`config.mk`:
```
export PLATFORM = sky130hd
export DESIGN_NAME = ffd_mag
export DESIGN_NICKNAME = d
export VERILOG_FILES = /design/src/sv/ffd_pkg.sv /design/src/sv/ffd_mag.sv
export SDC_FILE = /design/constraint.sdc
export NUM_CORES = 2
export LEC_CHECK = 0
export BUFFER_PORTS_ARGS = -buffer_cell sky130_fd_sc_hd__buf_2
export CAP_MARGIN = 0
export CELL_PAD_IN_SITES_DETAIL_PLACEMENT = 1
export CELL_PAD_IN_SITES_GLOBAL_PLACEMENT = 1
export CORE_UTILIZATION = 52
export DETAILED_ROUTE_END_ITERATION = 10
export GPL_TIMING_DRIVEN = 0
export PLACE_DENSITY_LB_ADDON = 0.1
export SKIP_LAST_GASP = 1
export SLEW_MARGIN = 20
export SYNTH_ARGS = -nofsm -noshare
export SYNTH_HDL_FRONTEND = slang
export SYNTH_SLANG_ARGS = --single-unit
```
`constraint.sdc`:
```
create_clock -name i_clk -period 24.9 [get_ports i_clk]
set_input_delay 4.98 -clock i_clk [delete_from_list [all_inputs] [get_ports i_clk]]
set_output_delay 4.98 -clock i_clk [all_outputs]
set_load 0.01 [all_outputs]
```
`src/sv/ffd_pkg.sv`:
```
// Package for the free-fall and impact fall detector.
// Holds the configuration register indexes, their reset values and the
// shared types. No dependencies.
`default_nettype none
package ffd_pkg;

    localparam int unsigned CntW   = 16;
    localparam int unsigned TimeW  = 32;
    localparam int unsigned LevelW = 32;
    localparam int unsigned MsW    = 16;
    localparam int unsigned ModeW  = 2;
    localparam int unsigned SqW    = 31;
    localparam int unsigned HitW   = 32;
    localparam int unsigned IdxW   = 3;
    localparam int unsigned CfgW   = 32;
    localparam int unsigned InW    = 128;
    localparam int unsigned OutW   = 40;

    typedef enum logic [IdxW-1:0] {
        REG_FREEFALL_LEVEL = 3'd0,
        REG_IMPACT_LEVEL   = 3'd1,
        REG_ROTATION_LEVEL = 3'd2,
        REG_FREEFALL_MIN   = 3'd3,
        REG_CONFIRM_WINDOW = 3'd4,
        REG_COOLDOWN       = 3'd5,
        REG_HOLD           = 3'd6,
        REG_MODE           = 3'd7
    } t_reg_idx;

    localparam logic [ModeW-1:0] DET_NN_ONLY = 2'd0;
    localparam logic [ModeW-1:0] DET_RULE    = 2'd1;
    localparam logic [ModeW-1:0] DET_RULE_NN = 2'd2;

    localparam logic [LevelW-1:0] RST_FREEFALL_LEVEL = 32'd1772093;
    localparam logic [LevelW-1:0] RST_IMPACT_LEVEL   = 32'd26214400;
    localparam logic [LevelW-1:0] RST_ROTATION_LEVEL = 32'd16810000;
    localparam logic [MsW-1:0]    RST_FREEFALL_MIN   = 16'd80;
    localparam logic [MsW-1:0]    RST_CONFIRM_WINDOW = 16'd1500;
    localparam logic [MsW-1:0]    RST_COOLDOWN       = 16'd5000;
    localparam logic [MsW-1:0]    RST_HOLD           = 16'd3000;

    typedef struct packed {
        logic [LevelW-1:0] freefall_level_sq;
        logic [LevelW-1:0] impact_level_sq;
        logic [LevelW-1:0] rotation_level_sq;
        logic [MsW-1:0]    min_fall_ms;
        logic [MsW-1:0]    confirm_window_ms;
        logic [MsW-1:0]    cooldown_ms;
        logic [MsW-1:0]    hold_ms;
        logic [ModeW-1:0]  detector_mode;
    } t_cfg;

    // Threshold results for one sample.
    typedef struct packed {
        logic low_accel;
        logic impact;
        logic rotation;
    } t_flags;

endpackage
`default_nettype wire

```
`src/sv/ffd_mag.sv`:
```
// Magnitude pipeline: input register, registered squares, then sums and
// threshold compares. Depends on ffd_pkg for widths, t_cfg and t_flags.
`default_nettype none
module ffd_mag (
    input  wire logic                     i_clk,
    input  wire logic                     i_rst_n,
    input  wire logic                     i_valid,
    output logic                          o_ready,
    input  wire logic [ffd_pkg::InW-1:0]  i_data,
    input  wire ffd_pkg::t_cfg            i_cfg,
    output logic                          o_valid,
    input  wire logic                     i_ready,
    output ffd_pkg::t_flags               o_flags,
    output logic [ffd_pkg::TimeW-1:0]     o_now
);
    import ffd_pkg::*;

    // Stage 1: captured sample.
    logic                    r_v1;
    logic signed [CntW-1:0]  r_ax, r_ay, r_az, r_gx, r_gy, r_gz;
    logic [TimeW-1:0]        r_now1;
    // Stage 2: squares.
    logic                    r_v2;
    logic [SqW-1:0]          r_sq [6];
    logic [TimeW-1:0]        r_now2;
    // Stage 3: compare results.
    logic                    r_v3;
    t_flags                  r_flags;
    logic [TimeW-1:0]        r_now3;

    logic adv1, adv2, adv3;
    logic signed [31:0] p [6];
    logic [LevelW-1:0] acc_sum, rot_sum;

    assign adv3    = !r_v3 || i_ready;
    assign adv2    = !r_v2 || adv3;
    assign adv1    = !r_v1 || adv2;
    assign o_ready = adv1;

    assign p[0] = r_ax * r_ax;
    assign p[1] = r_ay * r_ay;
    assign p[2] = r_az * r_az;
    assign p[3] = r_gx * r_gx;
    assign p[4] = r_gy * r_gy;
    assign p[5] = r_gz * r_gz;

    // Each square is at most 2^30, so three of them fit in 32 bits.
    assign acc_sum = LevelW'(r_sq[0]) + LevelW'(r_sq[1]) + LevelW'(r_sq[2]);
    assign rot_sum = LevelW'(r_sq[3]) + LevelW'(r_sq[4]) + LevelW'(r_sq[5]);

    always_ff @(posedge i_clk) begin
        if (!i_rst_n) begin
            r_v1 <= 1'b0;
            r_v2 <= 1'b0;
            r_v3 <= 1'b0;
        end else begin
            if (adv1) r_v1 <= i_valid;
            if (adv2) r_v2 <= r_v1;
            if (adv3) r_v3 <= r_v2;
        end
    end

    always_ff @(posedge i_clk) begin
        if (adv1 && i_valid) begin
            r_ax   <= i_data[15:0];
            r_ay   <= i_data[31:16];
            r_az   <= i_data[47:32];
            r_gx   <= i_data[63:48];
            r_gy   <= i_data[79:64];
            r_gz   <= i_data[95:80];
            r_now1 <= i_data[127:96];
        end
        if (adv2 && r_v1) begin
            for (int k = 0; k < 6; k++) begin
                r_sq[k] <= p[k][SqW-1:0];
            end
            r_now2 <= r_now1;
        end
        if (adv3 && r_v2) begin
            r_flags.low_accel <= acc_sum <= i_cfg.freefall_level_sq;
            r_flags.impact    <= acc_sum >= i_cfg.impact_level_sq;
            r_flags.rotation  <= rot_sum >= i_cfg.rotation_level_sq;
            r_now3            <= r_now2;
        end
    end

    assign o_valid = r_v3;
    assign o_flags = r_flags;
    assign o_now   = r_now3;

endmodule
`default_nettype wire

```
==> After elaboration in Yosys (flattened, before gate mapping) <==
Memory sizes are Yosys's and may differ from the RTL's.
Cells that the tools add are included.
{ "totals": {"reg_bits": 198, "latch_bits": 0, "ram_bits": 186, "romBits": 0, "inputBits": 294, "word_cells": 40, "n_memories": 1} }
{ "op_classes": {"add_sub_neg": 4, "multipliers": 6, "div_mod_pow": 0, "magnitude_cmp": 3, "n_eq_ne": 0, "shifts": 0, "muxes": 2, "bitwise_logic": 0, "reduce_logical": 9} }
{ "memory_table": {"columns": ["memory", "words", "width", "rd", "rd_clocked_by_memory_dff", "write_ports", "line_no", "source"], "rows": [
  ["r_sq", 6, 31, 6, 0, 6, "ffd_mag.sv:24", "logic [SqW-1:0] r_sq [6];"]
]} }
{ "op_table": {"columns": ["cell", "n"], "rows": [
  ["multiplier 16 x 16 -> 31 bit", 6],
  ["adder 31 x 31 -> 32 bit", 2],
  ["adder 32 x 31 -> 32 bit", 2],
  ["greater-or-equal comparator 32 bit", 2],
  ["less-or-equal comparator 32 bit", 1],
  ["logical AND 1 bit", 3],
  ["logical NOT 1 bit", 3],
  ["logical OR 1 bit", 3],
  ["2-to-1 mux 1 bit", 2]
]} }

==> Logic depth before layout (Yosys ltp) <==
{ "depth": {"word_depth": 6, "ltp_mapped": 25} }

==> Least setup slack after synthesis <==
OpenSTA, ideal clock, no wires.
{ "synth_path": {"path_kind": "input-to-reg", "start": "input port i_ready", "end": "register r_now2[0] (enable)", "setup_ps": 1109, "arrival_time_ps": 20339, "required_ps": 23791, "setup_slack_ps": 3453, "cell_stages": 2, "path_buffers": 0, "cell_sequence": "nor2b_1 > a21boi_0"} }
{ "synth_between": {"elab_chain_len": 3} }
{ "synth_lines": {"columns": ["element", "line_no", "source"], "rows": [
  ["from (decl)", "ffd_mag.sv:12", "input wire logic i_ready,"],
  ["logical OR 1 bit", "ffd_mag.sv:35", "assign adv3 = !r_v3 || i_ready;"],
  ["logical OR 1 bit", "ffd_mag.sv:36", "assign adv2 = !r_v2 || adv3;"],
  ["logical AND 1 bit", "ffd_mag.sv:73", "if (adv2 && r_v1) begin"],
  ["to (signal assigned)", "ffd_mag.sv:77", "r_now2 <= r_now1;"],
  ["to (decl)", "ffd_mag.sv:25", "logic [TimeW-1:0] r_now2;"]
]} }
Every way passes these cells.
A chain may end at the register's enable or synchronous reset.

==> Worst setup path in the final report <==
{ "layout_path": {"start": "input port i_ready", "end": "output port o_ready"} }
{ "layout_between": {"elab_chain_len": 3} }
{ "layout_lines": {"columns": ["element", "line_no", "source"], "rows": [
  ["logical OR 1 bit", "ffd_mag.sv:35", null],
  ["logical OR 1 bit", "ffd_mag.sv:36", null],
  ["logical OR 1 bit", "ffd_mag.sv:37", "assign adv1 = !r_v1 || adv2;"],
  ["to (decl)", "ffd_mag.sv:8", "output logic o_ready,"]
]} }
Every way passes these cells.

==> impl_metrics.yaml <==
run:
  maxCapViolations: 0
synth:
  synth-compound-area-share_pct: 6.26
  synth-simple-area-share_pct: 8.41
  synthArstFlopShare_pct: 0
  synth_edf_count: 375
  synth_flop_cell: "edfxtp_1"
  synth_top_family_by_area: "adder cells"
  yosysUniqueCellTypes: 77
  ys_warn_count: 0
  yosys-top-cells-count: "2,029 x inv_1, 1,436 x fa_1, 677 x ha_1, 506 x nand2_1, 375 x edfxtp_1"
  netlist_area_um2: 69800
  yosysTopAreaCell: "fa_1"
  synth_mux_area_share_pct: 0.125
  yosysSeqAreaShare_pct: 16.2
  synth_area_leaders: "fa_1 41%, edfxtp_1 16%, ha_1 12%, inv_1 11%, xnor2_1 3.2%"
  synth_top_area_share_pct: 41.2
  synthCells: 6929
  synthAdderAreaFrac_pct: 53.3
  ys_ff_latch: 378
  yosysMostFrequentCell: "inv_1"
  syn_avg_cell_area_um2: 10.1
  synth-xor-area-share_pct: 3.98
cts:
  clkTransAtPathRegs_ns: 0.06
  cts_buffer_depth: 3
  cts_setup_buffers: 0
  cts_buffers: 49
  clk_latency_ns: 0.69
  htree_levels: 2
  numClockSinks: 378
  ctsRootBufferMaster: "clkbuf_16"
  ctsHoldBuffers: 0
  cts_resized: 0
  cts_tree: "yes"
routing:
  drtPass1Iterations: 8
  post-route-drc-count: 2
  drt_iter0_drc: 2012
  routedWlPerCell_um: 20.4
  viasPerCell: 5.27
  vias: 47800
  drt-total-wl_mm: 185
  final_antenna_net_count: 0
floorplan:
  num_io_pins: 331
  die_w_um: 368
  num_rows: 134
  start_util_pct: 52.4
  fp.dieH_um: 368
  core_area_um2: 133000
  die_area_um2: 136000
place:
  portBuffers: 264
  dp_slack_ns: 13.87
  dpl.hpwl_mm: 161
  placed_cell_area_um2: 74000
  gp_congestion: 0.921
timing:
  fin_skew_ns: 0.0690
  fmax_mhz: 90.7
  finalSetupViolations: 0
  fin_ws_ns: 13.88
  setup_tns_ns: 0
  slew_viol_final: 0
  hold_viol: 0
  tightest_slew_ns: 0.861
  min_period_ns: 11.02
  rsz0062_at_grt: "false"
  period_share_pct: 44.3
  max-slew-margin-rel_pct: 42.6
critical_path:
  crit_path_start_kind: "input pin"
  critical_path.max_fanout: 6
  required_ns: 19.92
  path_buf_inv: 2
  crit_path_end_kind: "primary output"
  worstSetupPathType: "in -> out"
  critPathSlowestCell: "nor2b_1"
  arrival_ns: 6.04
  critPathMaxStageDelay_ns: 0.58
  path_common_cell: "buf_2"
  cpLargestDelayFamily: "simple AND/OR/NAND/NOR gates"
  crit_chain: "buf_2, nor2b_1, nand3_1, buf_2"
global_route:
  antenna_found_initial: 9
  grt_pass1_wl_mm: 298
  grt_pass1_vias: 56300
  overflow: 0
  grt_max_degree: 26
  grt_usage_pct: 28.6
outcome:
  violations: "DRC"
  status: "finished with violations"
layout:
  fin_util_pct: 56.7
  syn_to_final_growth_pct: 8.30
  nNetsFinal: 9676
  drive_gt1_share_pct: 5.88
  design_area_um2: 75600
  fillers: 15000
hold_path:
  hold_class: "reg -> reg"
## metal layers
layer / track usage (%) / part of all wire, % / vias to the layer above
li1: - / - / 21600
met2: 53.4 / 54 / 907
met3: 2.93 / 3.9 / 275
met4: 8.77 / 3.4 / 2
met5: 0 / 0.0070 / -
met1: 34.4 / 39 / 25100
## state kept, by name, indices dropped and copies added, names as in the netlist
name / count
r_gx: 16
o_flags: 3
r_sq: 180
r_v1: 1
o_now: 32
r_v2: 1
r_gz: 16
r_az: 16
r_ay: 16
r_now2: 32
r_now1: 32
o_valid: 1
r_gy: 16
r_ax: 16
## cell families (layout without fill, tap and decap cells)
group           Yosys count  in the layout
simple gates           1281           1281
fa+ha+maj              2113           2113
other cells               2              8
buf+inv                2175           2551
flops                   378            378
xor+xnor                317            317
mux                       8              8
compound gates          655            655
## per-stage QoR
| stage | hold WS, ns | instances |
|---|---|---|
| after detailed placement | 0.406 | 8986 |
| after CTS | 0.407 | 9077 |
| final | 0.399 | 9079 |
| after floorplan | 0.400 | 6933 |
| after global routing | 0.417 | 9077 |
| after global placement | 0.400 | 8965 |
## path summary, 6_finish.rpt
| check | from | end | slack [ns] | cells past startpoint |
|---|---|---|---|---|
| worst max-delay path | i_ready | o_ready | 13.88 | 4 |
| worst min-delay path | r_now1[13] | r_now2[13] | 0.40 | 0 |
| worst max register to register | r_gx[15] | r_sq[3][30] | 16.76 | 24 |
| worst min register to register | r_now1[13] | r_now2[13] | 0.40 | 0 |
## area by class of cell
type,instances,area [um2],area share [%]
multi-input cells,4380,50400,66.6
flip-flops and latches,378,11300,15.0
inverters,2040,7660,10.1
well taps,1768,2210,2.93
repair buffers,285,1880,2.49
clock buffers,53,1240,1.64
plain buffers,135,507,0.670
clock inverters,38,412,0.544
diodes,2,5.00,0.00662
## cell usage in the layout, fill, tap and decap left out, drive strengths merged, types with 33 or more instances in the layout
cell	n
a21o	133
a21oi	195
and2	183
buf	288
clkbuf	185
clkinv	33
edfxtp	375
fa	1436
ha	677
inv	2036
nand2	506
nand2b	40
nand3	38
nor2	327
nor2b	44
nor3	37
o21a	33
o21ai	95
xnor2	253
xor2	64
Power is left out: the tool's default activity adds up to more than one toggle a clock period on the data nets, which glitch-free logic cannot reach.
