`src/sv/ffd_pkg.sv`:
```
// Package for the free-fall and impact fall detector.
// Holds the configuration register indexes, their reset values and the
// shared types. No dependencies.
`default_nettype none
package ffd_pkg;

    localparam int unsigned CntW   = 16;
    localparam int unsigned TimeW  = 32;
    localparam int unsigned LevelW = 32;
    localparam int unsigned MsW    = 16;
    localparam int unsigned ModeW  = 2;
    localparam int unsigned SqW    = 31;
    localparam int unsigned HitW   = 32;
    localparam int unsigned IdxW   = 3;
    localparam int unsigned CfgW   = 32;
    localparam int unsigned InW    = 128;
    localparam int unsigned OutW   = 40;

    typedef enum logic [IdxW-1:0] {
        REG_FREEFALL_LEVEL = 3'd0,
        REG_IMPACT_LEVEL   = 3'd1,
        REG_ROTATION_LEVEL = 3'd2,
        REG_FREEFALL_MIN   = 3'd3,
        REG_CONFIRM_WINDOW = 3'd4,
        REG_COOLDOWN       = 3'd5,
        REG_HOLD           = 3'd6,
        REG_MODE           = 3'd7
    } t_reg_idx;

    localparam logic [ModeW-1:0] DET_NN_ONLY = 2'd0;
    localparam logic [ModeW-1:0] DET_RULE    = 2'd1;
    localparam logic [ModeW-1:0] DET_RULE_NN = 2'd2;

    localparam logic [LevelW-1:0] RST_FREEFALL_LEVEL = 32'd1772093;
    localparam logic [LevelW-1:0] RST_IMPACT_LEVEL   = 32'd26214400;
    localparam logic [LevelW-1:0] RST_ROTATION_LEVEL = 32'd16810000;
    localparam logic [MsW-1:0]    RST_FREEFALL_MIN   = 16'd80;
    localparam logic [MsW-1:0]    RST_CONFIRM_WINDOW = 16'd1500;
    localparam logic [MsW-1:0]    RST_COOLDOWN       = 16'd5000;
    localparam logic [MsW-1:0]    RST_HOLD           = 16'd3000;

    typedef struct packed {
        logic [LevelW-1:0] freefall_level_sq;
        logic [LevelW-1:0] impact_level_sq;
        logic [LevelW-1:0] rotation_level_sq;
        logic [MsW-1:0]    min_fall_ms;
        logic [MsW-1:0]    confirm_window_ms;
        logic [MsW-1:0]    cooldown_ms;
        logic [MsW-1:0]    hold_ms;
        logic [ModeW-1:0]  detector_mode;
    } t_cfg;

    // Threshold results for one sample.
    typedef struct packed {
        logic low_accel;
        logic impact;
        logic rotation;
    } t_flags;

endpackage
`default_nettype wire

```
`src/sv/ffd_ctl.sv`:
```
// Detection state and result register of the fall detector.
// Tracks free-fall, confirms falls, runs the alarm timers. Depends on ffd_pkg.
`default_nettype none
module ffd_ctl (
    input  wire logic                  i_clk,
    input  wire logic                  i_rst_n,
    input  wire logic                  i_valid,
    output logic                       o_ready,
    input  wire ffd_pkg::t_flags       i_flags,
    input  wire logic [ffd_pkg::TimeW-1:0] i_now,
    input  wire ffd_pkg::t_cfg         i_cfg,
    output logic                       o_valid,
    input  wire logic                  i_ready,
    output logic [ffd_pkg::OutW-1:0]   o_data
);
    import ffd_pkg::*;

    logic             r_ff, n_ff;
    logic [TimeW-1:0] r_ff_start, n_ff_start;
    logic             r_alarm, n_alarm;
    logic [TimeW-1:0] r_alarm_start, n_alarm_start;
    logic [TimeW-1:0] r_last_alarm, n_last_alarm;
    logic [HitW-1:0]  r_hits, n_hits;
    logic             n_hit, n_started;

    logic             r_out_valid;
    logic             r_hit, r_started, r_alarm_o, r_ff_o;
    logic [HitW-1:0]  r_hits_o;

    logic             take;
    logic             mode_alarm;
    logic [TimeW-1:0] dur;
    logic             long_enough, in_window;

    assign o_ready    = !r_out_valid || i_ready;
    assign take       = i_valid && o_ready;
    assign mode_alarm = (i_cfg.detector_mode == DET_RULE) ||
                        (i_cfg.detector_mode == DET_RULE_NN);

    always_comb begin
        n_alarm       = r_alarm;
        n_alarm_start = r_alarm_start;
        n_last_alarm  = r_last_alarm;
        n_ff          = r_ff;
        n_ff_start    = r_ff_start;
        n_hits        = r_hits;
        n_hit         = 1'b0;
        n_started     = 1'b0;

        if (r_alarm && (i_now - r_alarm_start) >= TimeW'(i_cfg.hold_ms)) begin
            n_alarm = 1'b0;
        end

        if (!r_ff && i_flags.low_accel) begin
            n_ff       = 1'b1;
            n_ff_start = i_now;
        end

        dur         = i_now - n_ff_start;
        long_enough = dur >= TimeW'(i_cfg.min_fall_ms);
        in_window   = dur <= TimeW'(i_cfg.confirm_window_ms);

        if (n_ff) begin
            if (long_enough && in_window && (i_flags.impact || i_flags.rotation)) begin
                n_hit = 1'b1;
                if (r_hits != {HitW{1'b1}}) begin
                    n_hits = r_hits + 1'b1;
                end
                if (mode_alarm && !n_alarm &&
                    (i_now - r_last_alarm) >= TimeW'(i_cfg.cooldown_ms)) begin
                    n_alarm       = 1'b1;
                    n_alarm_start = i_now;
                    n_last_alarm  = i_now;
                    n_started     = 1'b1;
                end
                n_ff = 1'b0;
            end else if (!in_window) begin
                n_ff = 1'b0;
            end
        end
    end

    always_ff @(posedge i_clk) begin
        if (!i_rst_n) begin
            r_ff          <= 1'b0;
            r_ff_start    <= '0;
            r_alarm       <= 1'b0;
            r_alarm_start <= '0;
            r_last_alarm  <= '0;
            r_hits        <= '0;
            r_out_valid   <= 1'b0;
        end else begin
            if (take) begin
                r_ff          <= n_ff;
                r_ff_start    <= n_ff_start;
                r_alarm       <= n_alarm;
                r_alarm_start <= n_alarm_start;
                r_last_alarm  <= n_last_alarm;
                r_hits        <= n_hits;
            end
            if (o_ready) r_out_valid <= i_valid;
        end
    end

    always_ff @(posedge i_clk) begin
        if (take) begin
            r_hit     <= n_hit;
            r_started <= n_started;
            r_alarm_o <= n_alarm;
            r_ff_o    <= n_ff;
            r_hits_o  <= n_hits;
        end
    end

    assign o_valid = r_out_valid;
    assign o_data  = {4'b0, r_hits_o, r_ff_o, r_alarm_o, r_started, r_hit};

    // An alarm only starts from a confirmed fall and leaves the alarm on.
    a_start_needs_hit: assert property (@(posedge i_clk) disable iff (!i_rst_n)
        r_out_valid |-> (!r_started || (r_hit && r_alarm_o)))
        else $error("alarm started without a confirmed fall");

    // A confirmed fall always ends free-fall tracking.
    a_hit_ends_ff: assert property (@(posedge i_clk) disable iff (!i_rst_n)
        r_out_valid |-> (!r_hit || !r_ff_o))
        else $error("free-fall still tracked after a hit");

    // The hit counter moves by at most one per sample, and only on a hit.
    a_hits_step: assert property (@(posedge i_clk) disable iff (!i_rst_n)
        take |=> (r_hits == $past(r_hits)) ||
                 (r_hits == $past(r_hits) + 1'b1 && r_hit))
        else $error("hit counter stepped wrongly");

    // Without rule mode no alarm is ever started.
    a_mode_gate: assert property (@(posedge i_clk) disable iff (!i_rst_n)
        (take && !mode_alarm) |=> !r_started)
        else $error("alarm started outside rule mode");

endmodule
`default_nettype wire

```
`config.mk`:
```
export PLATFORM = sky130hd
export DESIGN_NAME = ffd_ctl
export DESIGN_NICKNAME = d
export VERILOG_FILES = /design/src/sv/ffd_pkg.sv /design/src/sv/ffd_ctl.sv
export SDC_FILE = /design/constraint.sdc
export NUM_CORES = 1
export LEC_CHECK = 0
export ABC_AREA = 1
export BUFFER_PORTS_ARGS = -buffer_cell sky130_fd_sc_hd__buf_2
export CAP_MARGIN = 20
export CORE_MARGIN = 5
export CORE_UTILIZATION = 39
export DETAILED_ROUTE_END_ITERATION = 10
export PLACE_DENSITY_LB_ADDON = 0.2
export SYNTH_ARGS = -nofsm -noshare
export SYNTH_HDL_FRONTEND = slang
export SYNTH_SLANG_ARGS = --single-unit
```
`constraint.sdc`:
```
create_clock -name i_clk -period 12.5 [get_ports i_clk]
set_input_delay 3.125 -clock i_clk [delete_from_list [all_inputs] [get_ports i_clk]]
set_output_delay 3.125 -clock i_clk [all_outputs]
set_load 0.02 [all_outputs]
```
# Word-level counts from Yosys, hierarchy flattened
# Cells that the tools add are included.
# op_classes
n_addsub	3
order_cmp	4
eq_ne	3
n_mux	14
n_reduce_logical	15
# ops
cell	n
$mux 32	4
$ge 32x16->1	3
$sub 32x32->32	2
$add 32x1->32 const B	1
$le 32x16->1	1
$ne 32x32->1 const B	1
$mux 1	10
$logic_and 1x1->1	7
$reduce_and 4->1	1
$logic_not 1->1	3
$logic_or 1x1->1	3
$eq 2x1->1 const B	1
$eq 2x2->1 const B	1
$reduce_and 2->1	1
# word_totals
regBits	135
in_bits	201
wordCells	50

# Longest topological paths before layout
# depth
word_depth	10
mapped_depth	38
depth_no_buf	35

# Worst setup path before layout
# OpenSTA, ideal clock, no wires.
# synth_timing
path_kind	input to register
from	input i_flags[2] in the netlist's numbering
to	register r_hits_o[26] (data pin)
setup_time_ns	0.257
arrival_ns	6.837
path_slack_ns	5.407
cell_stages	32
cell_sequence	nand2_4 > buf_2 > inv_1 > clkbuf_1 > clkbuf_1 > nand2_1 > o21ai_0 > ha_1 > nand2_1 > inv_1 > nand2_2 > inv_1 > a21oi_1 > nand2_1 > xor2_1 > ha_1 > nand2_1 > inv_1 > nand3_1 > nor3_1 > nand3_1 > nand2_1 > nand3_1 > nor2_1 > nand3_1 > nor2_1 > nand2_1 > nor2_2 > buf_2 > nand2_1 > xor2_1 > inv_1
# synth_via
elab_chain_cells	8
word_cells_on_any_way	10
# synth_rtl
item	line	rtl
start, declared	ffd_ctl.sv:9	input wire ffd_pkg::t_flags i_flags,
$logic_and 1x1->1 (*)	ffd_ctl.sv:54	if (!r_ff && i_flags.low_accel) begin
$mux 32	ffd_ctl.sv:54	
$sub 32x32->32	ffd_ctl.sv:59	dur = i_now - n_ff_start;
$ge 32x16->1 or $le 32x16->1 (tied branches)	ffd_ctl.sv:60, ffd_ctl.sv:61	
$logic_and 1x1->1 (2 in a row)	ffd_ctl.sv:64	if (long_enough && in_window && (i_flags.impact || i_flags.rotation)) begin
$mux 32	ffd_ctl.sv:64	
$mux 32 (*)	ffd_ctl.sv:63	if (n_ff) begin
via n_hits[26]	ffd_ctl.sv:23	logic [HitW-1:0] r_hits, n_hits;
end signal, assigned	ffd_ctl.sv:111	r_hits_o <= n_hits;
end, declared	ffd_ctl.sv:28	logic [HitW-1:0] r_hits_o;
# The timed path passes the listed nets; every way through them passes the cells marked *.
# A chain may end at the register's enable or synchronous reset.

# Worst setup path in the final report
# layout_timing
from	input i_flags[2] in the netlist's numbering
to	register r_last_alarm[13]
# layout_via
elab_chain_cells	7
word_cells_on_any_way	9
# layout_rtl
item	line	rtl
$logic_and 1x1->1 (*)	ffd_ctl.sv:54	
$mux 32	ffd_ctl.sv:54	
$sub 32x32->32	ffd_ctl.sv:59	
$ge 32x16->1 or $le 32x16->1 (tied branches)	ffd_ctl.sv:60, ffd_ctl.sv:61	
$logic_and 1x1->1 (2 in a row)	ffd_ctl.sv:64	
$reduce_and 4->1 (no line) (*)	--	
end signal, assigned	ffd_ctl.sv:98	r_last_alarm <= n_last_alarm;
end, declared	ffd_ctl.sv:22	logic [TimeW-1:0] r_last_alarm, n_last_alarm;
# Every way passes the cells marked *; elsewhere a longest branch is shown, timed or not.

==> results.md <==
* Area Overhead vs Synth at 12.34%
* RSZ-0062 raised after global routing: false
* Final instance area at 15,090 um^2
* Final Worst Setup Slack at around 4.1 ns
* DRT Wirelength at 41.26 mm
* Routed wl met2 at about 19 mm
* Die W at between 150 and 200 um
* Max stage delay on crit path at ~0.65 ns
* Met3 WL at 2.225 mm
* Critical path startpoint: i_flags[2]
* Root Buffer: clkbuf_16
* ANT nets after route at 0
* R2r startpoint: r_ff
* CTS tree: built
* Min-Delay Path Class: flop to flop
* Met1 wire length at 19.52 mm
* Dpl ws at 3.662 ns
* Pwr dens at 103.8 nW/um^2
* Vias/cell at 5.013
* Seq/Total Area, Yosys at between 20% and 30%
* Peak Freq at 118.4 MHz
* Row cnt at between 60 and 70
* Syn Area/Cell at 5.971 um^2
* Detail Placement HPWL at 33.57 mm
* Syn Std Cell Area at 13,430 um^2
* VDD IR max at between 0.1 and 0.15 mV
* Endpoints failing setup at 0
* Hold buffers post-CTS at 0
* Initial drt markers at 862
* Die area at 38,260 um^2
* Worst slew pin tran at 1.110 ns
* Die height at 195.6 um
* Outcome: finished, final reports clean
* Core Box Area at roughly 34,000 um^2
* Num ports at about 240
* Nets at 2,677
* Initial core utilization at between 30% and 40%
* Count of final hold-check violations at 0
* Residual DRC count at 0
* CP Max Fanout at 47
* Grt ovf at 0
* GP Congestion at 0.9659
* CTS clk-pin slew, worst paths at 0.06 ns
* Unique masters post-synth at 49
* Tcrit/Tclk final at 67.58%
* Layout cells sized above 1 at 10.21%
* Post-synthesis register bit count at 135
* Clock buffer count from CTS at 17
* Worst EP required at between 10 and 15 ns
* Worst endpoint data arrival time at 8.82 ns
* Longest Clk Path Bufs at 2
* Critical Path Start Type: input port
* Setup Fix Bufs, Post-CTS at 0
* CTS resizes at 0
* Leakage power at 8.043 nW
* Placed Area at around 14,000 um^2
* Htree depth at 4
* Fin Setup TNS at 0 ns
* Per-cell routed wire length at 14.58 um
* CP endpoint kind: flop
* Final Total Pwr at 1.567 mW
* Fin. max-slew vios at 0
* Worst Setup Path Type: input port to flop
* Worst-Skew Late Latency at 0.44 ns
* Rel. slew slack at between 20 and 30%
* Setup Skew at around 0.012 ns
* Yosys warns at 0
* Max layer used: met4
* Minimum clock period at 8.448 ns
* Worst hold stages at 2
* Gr usage total at a little over a fifth
* Clk sink count at 135
* Initial antenna violation count at 4
* Vias post-DR at 14,180
* Path depth of the worst reg2reg path at 32
* Vias in the first global route at ~13,000
* Mapped Cells at 2,250
* Largest net degree at the start of global routing at just under 90
* Hold_sp: r_last_alarm[10]
* First-pass DRT Iterations at 5
* Crit path max-delay cell type: nor2_4
* Crit path top cell by count: nand2_1
* Max cap viols at 0
* Fin util at 44.02%
* Buffers added on ports at 142
* First-pass GRT wire length at between 60 and 70 mm
-- stage by stage --
step	std cells	hold slack [ns]
finish	2829	0.4820
global route	2828	0.5057
CTS	2823	0.4863
detailed placement	2791	0.4736
global placement	2791	0.4676
floorplan	2253	0.4541
-- layout make-up --
cell class / instances / area (um^2)
well taps: 455 / 569.3
flip-flops and latches: 135 / 3063
diodes: 3 / 7.507
clock inverters: 14 / 150.1
multi-input cells: 1620 / 8439
fillers: 3700 / 19200
inverters: 434 / 1632
repair buffers: 150 / 802.0
clock buffers: 18 / 429.2
-- power by group --
group / internal (mW) / switching, mW / total, mW
Combinational: 0.189 / 0.376 / 0.565
Sequential: 0.477 / 0.0148 / 0.491
Clock: 0.296 / 0.215 / 0.510
-- worst paths after layout --
path                                    endpoint  slack [ns]
worst min register to register  r_last_alarm[10]        0.48
worst max-delay path            r_last_alarm[13]        4.05
worst min-delay path            r_last_alarm[10]        0.48
worst max register to register  r_last_alarm[13]        6.52
-- state kept, by name, indices dropped and copies added (netlist names) --
| signal | cells |
|---|---|
| r_ff_start | 32 |
| r_hits | 32 |
| r_hits_o | 32 |
| r_last_alarm | 32 |
| o_valid | 1 |
| r_alarm | 1 |
| r_alarm_o | 1 |
| r_ff | 1 |
| r_ff_o | 1 |
| r_hit | 1 |
| r_started | 1 |
-- logic make-up after synthesis --
kind of cell | count (synthesis) | synth area share, %
AND/OR/NAND/NOR | 1183 | 38.31
buffers and inverters | 498 | 14.53
AO/OA/AOI/OAI | 283 | 11.20
flip-flops | 135 | 22.80
adder cells (fa/ha/maj) | 118 | 11.05
XOR/XNOR | 32 | 2.086
other | 1 | 0.02791
-- metal layers --
| layer | GRT usage [%] | vias to the layer above |
|---|---|---|
| met3 | 2.968 | 66 |
| li1 | - | 7387 |
| met4 | 5.948 | 0 |
| met5 | 0 | - |
| met2 | 33.91 | 364 |
| met1 | 29.17 | 6365 |
-- Yosys cell counts (all sizes together) --
cell       n  area (um^2)
a211oi     6        45.04
a21boi     1        7.510
a21o       2        15.01
a21oi    139        695.7
a221oi     1        8.760
a31oi     11        68.82
and2       1        6.260
and3       2        12.51
buf       32        202.7
clkbuf    32        120.1
clkinv     4        15.01
conb       1        3.750
dfxtp     99         1982
edfxtp    36         1081
fa         1        20.02
ha       117         1464
inv      430         1614
nand2    673         2566
nand3    150        845.8
nand3b     6        48.80
nand4     83        534.3
nor2     222        880.9
nor3      35        180.2
nor3b      2        15.01
nor4       8        50.05
o2111ai    1        8.760
o211ai     3        22.52
o21a       2        15.01
o21ai    106        534.3
o21bai     8        60.06
o221ai     1        8.760
o31ai      2        15.01
or2        1        6.260
xnor2     12        105.1
xor2      20        175.2
-- layout by cell type (no fill, tap or decap), types with 3 or more instances in the layout --
| cell type | instances |
|---|---|
| buf_4 | 5 |
| inv_1 | 423 |
| o211ai_1 | 3 |
| o21ai_1 | 12 |
| clkinv_1 | 4 |
| nand2_2 | 13 |
| clkinv_2 | 4 |
| nand4_1 | 82 |
| conb_1 | 4 |
| o21ai_0 | 93 |
| nor3_1 | 34 |
| clkbuf_16 | 17 |
| nor2_2 | 14 |
| nand2_1 | 659 |
| nor4_1 | 8 |
| diode_2 | 3 |
| nor2_1 | 206 |
| dfxtp_1 | 99 |
| a31oi_1 | 11 |
| buf_2 | 142 |
| a211oi_1 | 6 |
| nand3_2 | 19 |
| nand3b_1 | 5 |
| xnor2_1 | 12 |
| inv_6 | 3 |
| ha_1 | 117 |
| xor2_1 | 20 |
| a21oi_1 | 139 |
| edfxtp_1 | 36 |
| nand3_1 | 131 |
| o21bai_1 | 8 |
| inv_2 | 6 |
-- critical path: cells and delay by family --
| family | cells | cell delay (ns) |
|---|---|---|
| buffers and inverters | 7 | 0.92 |
| AO/OA/AOI/OAI | 2 | 0.25 |
| AND/OR/NAND/NOR | 20 | 3.60 |
| XOR/XNOR | 1 | 0.29 |
| adder cells (fa/ha/maj) | 2 | 0.58 |
No activity file was read; power rests on OpenSTA's default activity.
