$ cat src/sv/ffd_pkg.sv
// Package for the free-fall and impact fall detector.
// Holds the configuration register indexes, their reset values and the
// shared types. No dependencies.
`default_nettype none
package ffd_pkg;

    localparam int unsigned CntW   = 16;
    localparam int unsigned TimeW  = 32;
    localparam int unsigned LevelW = 32;
    localparam int unsigned MsW    = 16;
    localparam int unsigned ModeW  = 2;
    localparam int unsigned SqW    = 31;
    localparam int unsigned HitW   = 32;
    localparam int unsigned IdxW   = 3;
    localparam int unsigned CfgW   = 32;
    localparam int unsigned InW    = 128;
    localparam int unsigned OutW   = 40;

    typedef enum logic [IdxW-1:0] {
        REG_FREEFALL_LEVEL = 3'd0,
        REG_IMPACT_LEVEL   = 3'd1,
        REG_ROTATION_LEVEL = 3'd2,
        REG_FREEFALL_MIN   = 3'd3,
        REG_CONFIRM_WINDOW = 3'd4,
        REG_COOLDOWN       = 3'd5,
        REG_HOLD           = 3'd6,
        REG_MODE           = 3'd7
    } t_reg_idx;

    localparam logic [ModeW-1:0] DET_NN_ONLY = 2'd0;
    localparam logic [ModeW-1:0] DET_RULE    = 2'd1;
    localparam logic [ModeW-1:0] DET_RULE_NN = 2'd2;

    localparam logic [LevelW-1:0] RST_FREEFALL_LEVEL = 32'd1772093;
    localparam logic [LevelW-1:0] RST_IMPACT_LEVEL   = 32'd26214400;
    localparam logic [LevelW-1:0] RST_ROTATION_LEVEL = 32'd16810000;
    localparam logic [MsW-1:0]    RST_FREEFALL_MIN   = 16'd80;
    localparam logic [MsW-1:0]    RST_CONFIRM_WINDOW = 16'd1500;
    localparam logic [MsW-1:0]    RST_COOLDOWN       = 16'd5000;
    localparam logic [MsW-1:0]    RST_HOLD           = 16'd3000;

    typedef struct packed {
        logic [LevelW-1:0] freefall_level_sq;
        logic [LevelW-1:0] impact_level_sq;
        logic [LevelW-1:0] rotation_level_sq;
        logic [MsW-1:0]    min_fall_ms;
        logic [MsW-1:0]    confirm_window_ms;
        logic [MsW-1:0]    cooldown_ms;
        logic [MsW-1:0]    hold_ms;
        logic [ModeW-1:0]  detector_mode;
    } t_cfg;

    // Threshold results for one sample.
    typedef struct packed {
        logic low_accel;
        logic impact;
        logic rotation;
    } t_flags;

endpackage
`default_nettype wire

$ cat src/sv/ffd_cfg.sv
// Configuration register bank of the fall detector.
// Depends on ffd_pkg for register indexes, reset values and t_cfg.
`default_nettype none
module ffd_cfg (
    input  wire logic                    i_clk,
    input  wire logic                    i_rst_n,
    input  wire logic                    i_cfg_valid,
    output logic                         o_cfg_ready,
    input  wire logic [ffd_pkg::IdxW-1:0] i_cfg_index,
    input  wire logic [ffd_pkg::CfgW-1:0] i_cfg_data,
    output ffd_pkg::t_cfg                o_cfg
);
    import ffd_pkg::*;

    t_cfg r_cfg;

    assign o_cfg_ready = 1'b1;
    assign o_cfg       = r_cfg;

    always_ff @(posedge i_clk) begin
        if (!i_rst_n) begin
            r_cfg.freefall_level_sq <= RST_FREEFALL_LEVEL;
            r_cfg.impact_level_sq   <= RST_IMPACT_LEVEL;
            r_cfg.rotation_level_sq <= RST_ROTATION_LEVEL;
            r_cfg.min_fall_ms       <= RST_FREEFALL_MIN;
            r_cfg.confirm_window_ms <= RST_CONFIRM_WINDOW;
            r_cfg.cooldown_ms       <= RST_COOLDOWN;
            r_cfg.hold_ms           <= RST_HOLD;
            r_cfg.detector_mode     <= DET_NN_ONLY;
        end else if (i_cfg_valid) begin
            case (t_reg_idx'(i_cfg_index))
                REG_FREEFALL_LEVEL: r_cfg.freefall_level_sq <= i_cfg_data;
                REG_IMPACT_LEVEL:   r_cfg.impact_level_sq   <= i_cfg_data;
                REG_ROTATION_LEVEL: r_cfg.rotation_level_sq <= i_cfg_data;
                REG_FREEFALL_MIN:   r_cfg.min_fall_ms       <= i_cfg_data[MsW-1:0];
                REG_CONFIRM_WINDOW: r_cfg.confirm_window_ms <= i_cfg_data[MsW-1:0];
                REG_COOLDOWN:       r_cfg.cooldown_ms       <= i_cfg_data[MsW-1:0];
                REG_HOLD:           r_cfg.hold_ms           <= i_cfg_data[MsW-1:0];
                REG_MODE:           r_cfg.detector_mode     <= i_cfg_data[ModeW-1:0];
                default: ;
            endcase
        end
    end

endmodule
`default_nettype wire

$ cat config.mk
export PLATFORM = sky130hd
export DESIGN_NAME = ffd_cfg
export DESIGN_NICKNAME = d
export VERILOG_FILES = /design/src/sv/ffd_pkg.sv /design/src/sv/ffd_cfg.sv
export SDC_FILE = /design/constraint.sdc
export NUM_CORES = 1
export LEC_CHECK = 0
export BUFFER_PORTS_ARGS = -buffer_cell sky130_fd_sc_hd__buf_2
export CAP_MARGIN = 0
export CORE_ASPECT_RATIO = 1.25
export CORE_MARGIN = 10
export CORE_UTILIZATION = 54
export DETAILED_ROUTE_END_ITERATION = 8
export PLACE_DENSITY = 0.85
export SETUP_SLACK_MARGIN = 0.05
export SLEW_MARGIN = 0
export SYNTH_ARGS = -nofsm -noshare
export SYNTH_HDL_FRONTEND = slang
export SYNTH_SLANG_ARGS = --single-unit
$ cat constraint.sdc
create_clock -name i_clk -period 2.1 [get_ports i_clk]
set_input_delay 0.42 -clock i_clk [delete_from_list [all_inputs] [get_ports i_clk]]
set_output_delay 0.42 -clock i_clk [all_outputs]
set_load 0.005 [all_outputs]
# --- Word-level counts from Yosys, hierarchy flattened ---
# Cells that the tools add are included.
totals:
  reg_bits: 162
  in_bits: 38
op_classes:
  n_eq_ne: 7
  n_reduce_logical: 9
ops:
  columns: ["operator", "n"]
  rows:
  - ["AND reduction 2 bit", 8]
  - ["equality test 3 bit (second input constant)", 4]
  - ["equality test 3 x 2 -> 1 bit (second input constant)", 2]
  - ["equality test 3 x 1 -> 1 bit (second input constant)", 1]
  - ["zero test 3 bit", 1]

# --- Longest topological paths before layout ---
# Gate-level depths: netlist (run 1).
logic_depth:
  ltp_word: 2
  mapped_depth: 5

# --- Worst setup path after synthesis (run 1) ---
# No wires, ideal clock.
synth_timing:
  kind: "input port to flip-flop"
  startpoint: "input port i_cfg_index[0] (netlist bit)"
  endpoint: "register r_cfg, in the netlist o_cfg[150]"
  path_buffers: 2
  path_slack_ps: 660
  path_stages: 4
  required_time_ps: 1979
  arrival_time_ps: 1319
  setup_time_ps: 121
  path_cell_list: "or4b_1 -> buf_2 -> buf_6 -> mux2i_1"
synth_between:
  elab_chain_len: 2
synth_lines:
  columns: ["element", "line", "rtl"]
  rows:
  - ["start, declared", "ffd_cfg.sv:9", "input wire logic [ffd_pkg::IdxW-1:0] i_cfg_index,"]
  - ["zero test 3 bit", "ffd_cfg.sv:31", "case (t_reg_idx'(i_cfg_index))"]
  - ["AND reduction 2 bit (no source line)", null, null]
  - ["end, declared", "ffd_cfg.sv:15", "t_cfg r_cfg;"]
# No other way between the ends.
# A chain may end at the register's enable or synchronous reset.

# --- Final worst setup path (run 1) ---
layout_timing:
  startpoint: "input port i_cfg_index[0] (netlist bit)"
  endpoint: "register r_cfg, in the netlist o_cfg[158]"
# The elaborated chain is that of the path after synthesis.

==> out/metrics.csv, run 1 <==
stage,metric,value,unit
status,outcome,"complete, no violations",
power_and_ir_drop,overall power,6.75,mW
synthesis,Mapped Avg Cell Area,10.4,sq um
die,Die Ht,140,um
clock_network,Skew-Pair Late Insertion Delay,0.41,ns
power_and_ir_drop,leakage,4.00,nW
finish,"non-filler cells, final",932,
placement,placed instance count,900,
clock_network,CTS sink cnt,162,
finish,# fillers,821,
global_routing,largest net degree at the start of global routing,47,
synthesis,Synth top area share,52.5,%
clock_network,Hold Buf Count CTS,0,
synthesis,Yosys Warn Count,0,
clock_network,"Reg clk slew, reported paths",0.06,ns
die,die width,116,um
finish,fraction of layout cells with a size suffix above 1,31.4,%
power_and_ir_drop,Power Density,856,mW/mm^2
routing,Post-DRT Antenna Nets,0,
finish,storage element area,0.00324,sq mm
die,initial core utilization,55.4,%
timing,Layout Skew,0,ns
clock_network,CTS tree,built,
routing,DR pass1 iterations,5,
timing,Tmin final,1.43,ns
finish,"commonest non-fill, non-tap cells in the layout","198 x buf_2, 162 x mux2i_1, 162 x dfxtp_1",
die,I/O pin total,201,
routing,Starting DRT DRC Count,187,
finish,# nets final,822,
timing,Slew Limit Headroom,53.9,%
routing,DRC violations left,0,
synthesis,Area contributors post-synth,"dfxtp_1 53%, mux2i_1 26%, nand2_1 9.5%",
placement,GPL Wtd Cong,0.845,
power_and_ir_drop,Peak VDD IR,462,uV
clock_network,Post-CTS Resized,0,
die,core area,0.0111,sq mm
routing,vias post-DR,4918,
timing,Fin. Hold Viols,0,
synthesis,Yosys top cell by area,dfxtp_1,
timing,crit share post-route,68.2,%
finish,diodes inserted,0,
timing,Worst-Margin Slew,0.691,ns
timing,Sum Neg Setup Slack,0,ns
clock_network,post-CTS setup buffers,0,
die,row count,43,
global_routing,vias in the first global route,5080,
synthesis,Synth Instances,596,
setup_path,worst path required time,2.37,ns
routing,Final Routed Wirelength,17500,um
routing,via density per instance,5.28,
synthesis,Synth Net Count,634,
global_routing,first-pass GRT wire length,26800,um
global_routing,gr ovfl total,0,
die,die footprint,0.0161,sq mm
setup_path,CP Class,input pin to register,
timing,RSZ-0062 raised after global routing,no,
clock_network,cts bufs inserted,17,
global_routing,antenna violations before repair,0,
finish,"commonest non-fill, non-tap cell in the layout",buf_2,
global_routing,GRT Total Usage,21.2,%
routing,wire length per cell,18.8,um
timing,Final setup viols,0,
finish,max FFs per register,162,
timing,Final Slew Violations,0,
finish,Area Growth Syn to Fin,27.7,%
placement,IO Port Bufs,199,
synthesis,Yosys reg bits,162,
clock_network,root buf cell,clkbuf_16,
setup_path,Crit. End Element,register,
setup_path,Crit Path Max Fanout,12,
setup_path,CP Data Arrival Time,1.70,ns
hold_path,hold crit path type,input pin to register,
timing,fmax,699,MHz
clock_network,clk buf depth,2,
clock_network,# H-tree levels,4,
synthesis,Netlist Area Pre-Place,0.00617,sq mm
setup_path,nature of the critical path startpoint,input pin,
finish,area of the multi-input gates,0.00270,sq mm
placement,dpl hpwl,12800,um
run,Max-Cap Viols,0,
synthesis,"Seq/Total Area, Yosys",52.5,%
synthesis,Yosys cell types,17,
[critical path: stages]
cell and delay, ns:
buf_2 0.17, or4b_1 0.88, mux2i_1 0.22
[layer usage]
layer  track usage, %  routed length (um)
met3             7.61                1510
met2             35.5                8750
met5                0                   0
met4             8.78                 437
met1             23.6                6820
[Yosys cell counts]
cell / number
buf_4: 12
buf_1: 6
buf_2: 14
nor2b_1: 57
conb_1: 1
nand2_1: 156
clkbuf_1: 14
buf_6: 1
mux2i_1: 162
nand4b_1: 3
or4b_1: 1
and4bb_2: 2
nand4_1: 1
dfxtp_1: 162
nor4b_2: 1
and4bb_1: 1
nand4bb_1: 2
[final timing paths]
kind         slack, ns         end      startpoint  depth (start not counted)
max               0.67  o_cfg[158]  i_cfg_index[0]                          3
min reg2reg       0.45  o_cfg[124]      o_cfg[124]                          2
max reg2reg       1.42   o_cfg[54]       o_cfg[54]                          2
min               0.28  o_cfg[154]  i_cfg_data[24]                          3
[stage by stage]
stage          hold WS, ns  utilization [%]  area [sq um]  setup WS [ns]
2_1_floorplan        0.451                -          6170          0.660
3_3_place_gp         0.439             65.4          7280          0.309
3_5_place_dp         0.444             65.4          7280          0.270
4_1_cts              0.263             70.8          7880          0.684
5_1_grt              0.288             70.8          7880          0.651
6_report             0.277             70.8          7880          0.669
[kinds of logic (layout without fill, tap and decap cells)]
group / after synthesis / after routing / synth area share [%]
other cells: 1 / 1 / 0.0607
flops: 162 / 162 / 52.5
simple gates: 224 / 224 / 17.2
mux: 162 / 162 / 26.3
buf+inv: 47 / 248 / 3.99
[cell type report]
cell class | instances | share of cell area (%)
well taps | 135 | 2.14
clock inverters | 11 | 1.95
flip-flops and latches | 162 | 41.1
multi-input cells | 387 | 34.2
clock buffers | 21 | 5.71
repair buffers | 216 | 14.8
[report_power, final]
part / leakage [nW] / internal (mW) / switching, mW
clock: 0.288 / 1.91 / 1.22
sequential: 1.31 / 3.14 / 0.0370
combinational: 2.40 / 0.185 / 0.249
total: 4.00 / 5.24 / 1.51
No activity file was read; power rests on OpenSTA's default activity.
==> inputs of run 2 (changes only) <==
ABC_AREA = 1   (was unset)
CORE_UTILIZATION = 51   (was 54)
PLACE_DENSITY = 0.81   (was 0.85)
clock period = 1.5 ns   (was 2.1 ns; I/O delays follow)
==> run 2 against run 1 <==
Against the previous run: total power increased by 52%; critical endpoint is now o_cfg[103]; first-iteration DRC count increased by 150%; critical path depth decreased by 2.
==> out/metrics.csv, run 2 <==
stage,metric,value,unit,change
global_routing,largest net degree at the start of global routing,69,,was 47
finish,final core occ,68.1,%,was 70.8%
status,outcome,"complete, no violations",,unchanged
setup_path,worst path cell trace,buf_2,,"was buf_2, or4b_1, mux2i_1"
timing,Fin. Hold Viols,0,,unchanged
setup_path,reg2reg end,o_cfg[137],,was o_cfg[54]
routing,via density per instance,4.99,,was 5.28
placement,GPL Wtd Cong,0.853,,was 0.845
routing,vias post-DR,6279,,was 4918
setup_path,"Max stage delay cell, worst path",dfxtp_1,,was or4b_1
finish,area of the multi-input gates,0.00265,sq mm,was 0.00270 sq mm
synthesis,Yosys Warn Count,0,,unchanged
clock_network,root buf cell,clkbuf_16,,unchanged
clock_network,clk buf depth,2,,unchanged
synthesis,Synth Instances,894,,was 596
routing,wire length per cell,16.4,um,was 18.8 um
synthesis,"Seq/Total Area, Yosys",51.6,%,was 52.5%
setup_path,Crit. End Element,output port,,was register
clock_network,# H-tree levels,4,,unchanged
die,die width,119,um,was 116 um
global_routing,GRT Total Usage,23.2,%,was 21.2%
hold_path,hold path endpoint,o_cfg[146],,was o_cfg[154]
placement,Place WS,0.142,ns,was 0.270 ns
power_and_ir_drop,Peak VDD IR,667,uV,was 462 uV
timing,crit share post-route,80.6,%,
run,Max-Cap Viols,0,,unchanged
global_routing,antenna violations before repair,1,,was 0
synthesis,Post-synth EDFFs,0,,unchanged
hold_path,hold crit path type,input pin to register,,unchanged
die,row count,45,,was 43
placement,DP Area,0.00759,sq mm,was 0.00728 sq mm
finish,# nets final,1118,,was 822
clock_network,Post-CTS Resized,0,,unchanged
setup_path,Max stage delay on crit path,0.36,ns,was 0.88 ns
hold_path,Hold Path Origin,i_cfg_data[16],,was i_cfg_data[24]
synthesis,Yosys reg bits,162,,unchanged
setup_path,Crit Path Max Fanout,2,,was 12
synthesis,most frequent cell after synthesis,nor2_1,,
synthesis,Area contributors post-synth,"dfxtp_1 52%, nor2_1 15%, nand2_1 13%",,"was dfxtp_1 53%, mux2i_1 26%, nand2_1 9.5%"
finish,max FFs per register,162,,unchanged
timing,Final setup viols,0,,unchanged
die,Die Ht,144,um,was 140 um
synthesis,ys flop type,dfxtp_1,,unchanged
setup_path,"CP delay by family, top",flip-flops,,was simple AND/OR/NAND/NOR gates
clock_network,cts bufs inserted,17,,unchanged
timing,RSZ-0062 raised after global routing,no,,unchanged
timing,Tmin final,1.21,ns,
setup_path,worst path required time,1.20,ns,was 2.37 ns
timing,fmax,828,MHz,
setup_path,worst reg-to-reg path cell count,2,,unchanged
routing,Post-DRT Antenna Nets,0,,unchanged
clock_network,CTS tree,built,,unchanged
finish,# fillers,1087,,was 821
finish,Final Cell Area,0.00824,sq mm,was 0.00788 sq mm
finish,storage element area,0.00324,sq mm,unchanged
die,I/O pin total,201,,unchanged
synthesis,Synth Net Count,932,,was 634
setup_path,CP Data Arrival Time,0.91,ns,was 1.70 ns
die,initial core utilization,51.9,%,was 55.4%
routing,Starting DRT DRC Count,465,,was 187
finish,"commonest non-fill, non-tap cells in the layout","249 x nor2_1, 214 x nand2_1, 198 x buf_2",,"was 198 x buf_2, 162 x mux2i_1, 162 x dfxtp_1"
synthesis,Netlist Area Pre-Place,0.00628,sq mm,was 0.00617 sq mm
clock_network,post-CTS setup buffers,0,,unchanged
global_routing,vias in the first global route,5975,,was 5080
routing,DRC violations left,0,,unchanged
power_and_ir_drop,leakage,4.11,nW,was 4.00 nW
global_routing,first-pass GRT wire length,31900,um,was 26800 um
synthesis,Post-synth top cells,"252 x nor2_1, 214 x nand2_1, 162 x dfxtp_1",,"was 162 x dfxtp_1, 162 x mux2i_1, 156 x nand2_1"
power_and_ir_drop,Power Density,1240,mW/mm^2,was 856 mW/mm^2
clock_network,Hold Buf Count CTS,0,,unchanged
placement,IO Port Bufs,199,,unchanged
routing,DR pass1 iterations,5,,unchanged
timing,Sum Neg Setup Slack,0,ns,unchanged
timing,Final Slew Violations,0,,unchanged
global_routing,gr ovfl total,0,,unchanged
finish,fraction of layout cells with a size suffix above 1,24.8,%,was 31.4%
setup_path,crit path buf inv count,1,,unchanged
synthesis,Synth top area share,51.6,%,was 52.5%
finish,"commonest non-fill, non-tap cell in the layout",nor2_1,,was buf_2
setup_path,reg-to-reg setup timing slack,0.89,ns,was 1.42 ns
synthesis,async set or reset register ratio after synthesis,0,%,unchanged
die,die footprint,0.0172,sq mm,was 0.0161 sq mm
clock_network,CTS sink cnt,162,,unchanged
finish,Area Growth Syn to Fin,31.2,%,was 27.7%
hold_path,Hold Path Stages,3,,unchanged
placement,dpl hpwl,14600,um,was 12800 um
die,core area,0.0121,sq mm,was 0.0111 sq mm
timing,Hold WS,0.0970,ns,was 0.277 ns
synthesis,Yosys cell types,14,,was 17
synthesis,Mapped Avg Cell Area,7.03,sq um,was 10.4 sq um
timing,PnR worst setup slack,0.292,ns,was 0.669 ns
setup_path,r2r startpoint,o_cfg[137],,was o_cfg[54]
setup_path,nature of the critical path startpoint,register,,was input pin
timing,Layout Skew,0,ns,unchanged
setup_path,CP Class,register to output port,,was input pin to register
clock_network,"Reg clk slew, reported paths",0.06,ns,about the same
clock_network,Skew-Pair Late Insertion Delay,0.42,ns,was 0.41 ns
synthesis,Yosys top cell by area,dfxtp_1,,unchanged
routing,Final Routed Wirelength,20600,um,was 17500 um
[run 2: changes by cell type in the layout (fill, tap and decap cells not counted), sizes merged, moves of 2 or more]
cell	delta
inv	+38
nor2	+260
nand4bb	-2
nand2	+59
mux2i	-162
nand4b	-3
buf	+9
nand3	+160
clkinv	-2
nor2b	-57
and4bb	-3
[run 2: metrics by stage]
step           power [mW]  cells
3_5_place_dp         5.62   1225
3_3_place_gp         5.60   1225
6_report             10.2   1258
5_1_grt              10.6   1258
2_1_floorplan        5.16    894
4_1_cts              10.3   1257
[run 2: where the power goes]
group / switching, mW / internal, mW / leakage (nW)
clock network: 1.77 / 2.94 / 0.307
logic: 0.625 / 0.374 / 2.48
registers: 0.0737 / 4.45 / 1.32
[run 2: per-layer routing]
layer  wire length, um  GRT usage [%]  vias up
li1                  -              -     3142
met1              7980           25.8     2869
met2             10400           39.9      227
met3              1590           7.61       41
met4               672           10.2        0
met5                 0              0        -
[run 2: cell type report]
cell class / instances / share of cell area [%]
repair buffers: 225 / 16.5
inverters: 38 / 1.73
flip-flops and latches: 162 / 39.3
well taps: 164 / 2.49
diodes: 1 / 0.0304
multi-input cells: 636 / 32.1
clock inverters: 11 / 2.14
clock buffers: 21 / 5.71
[run 2: cell families after synthesis]
group         Yosys count  synth area share, %
simple gates          635                 41.7
flops                 162                 51.6
buf+inv                96                 6.63
other cells             1               0.0597
[run 2: worst max-delay path by stage]
stage / endpoint / cells after the start / slack, ns / startpoint
final: o_cfg[103] / 1 / 0.29 / o_cfg[103]
after global routing: o_cfg[98] / 1 / 0.25 / o_cfg[98]
after CTS: o_cfg[66] / 1 / 0.27 / o_cfg[66]
after detailed placement: o_cfg[118] / 7 / 0.14 / i_cfg_index[0]
after global placement: o_cfg[155] / 6 / 0.17 / i_cfg_index[0]
after floorplan: o_cfg[118] / 4 / 0.38 / i_rst_n
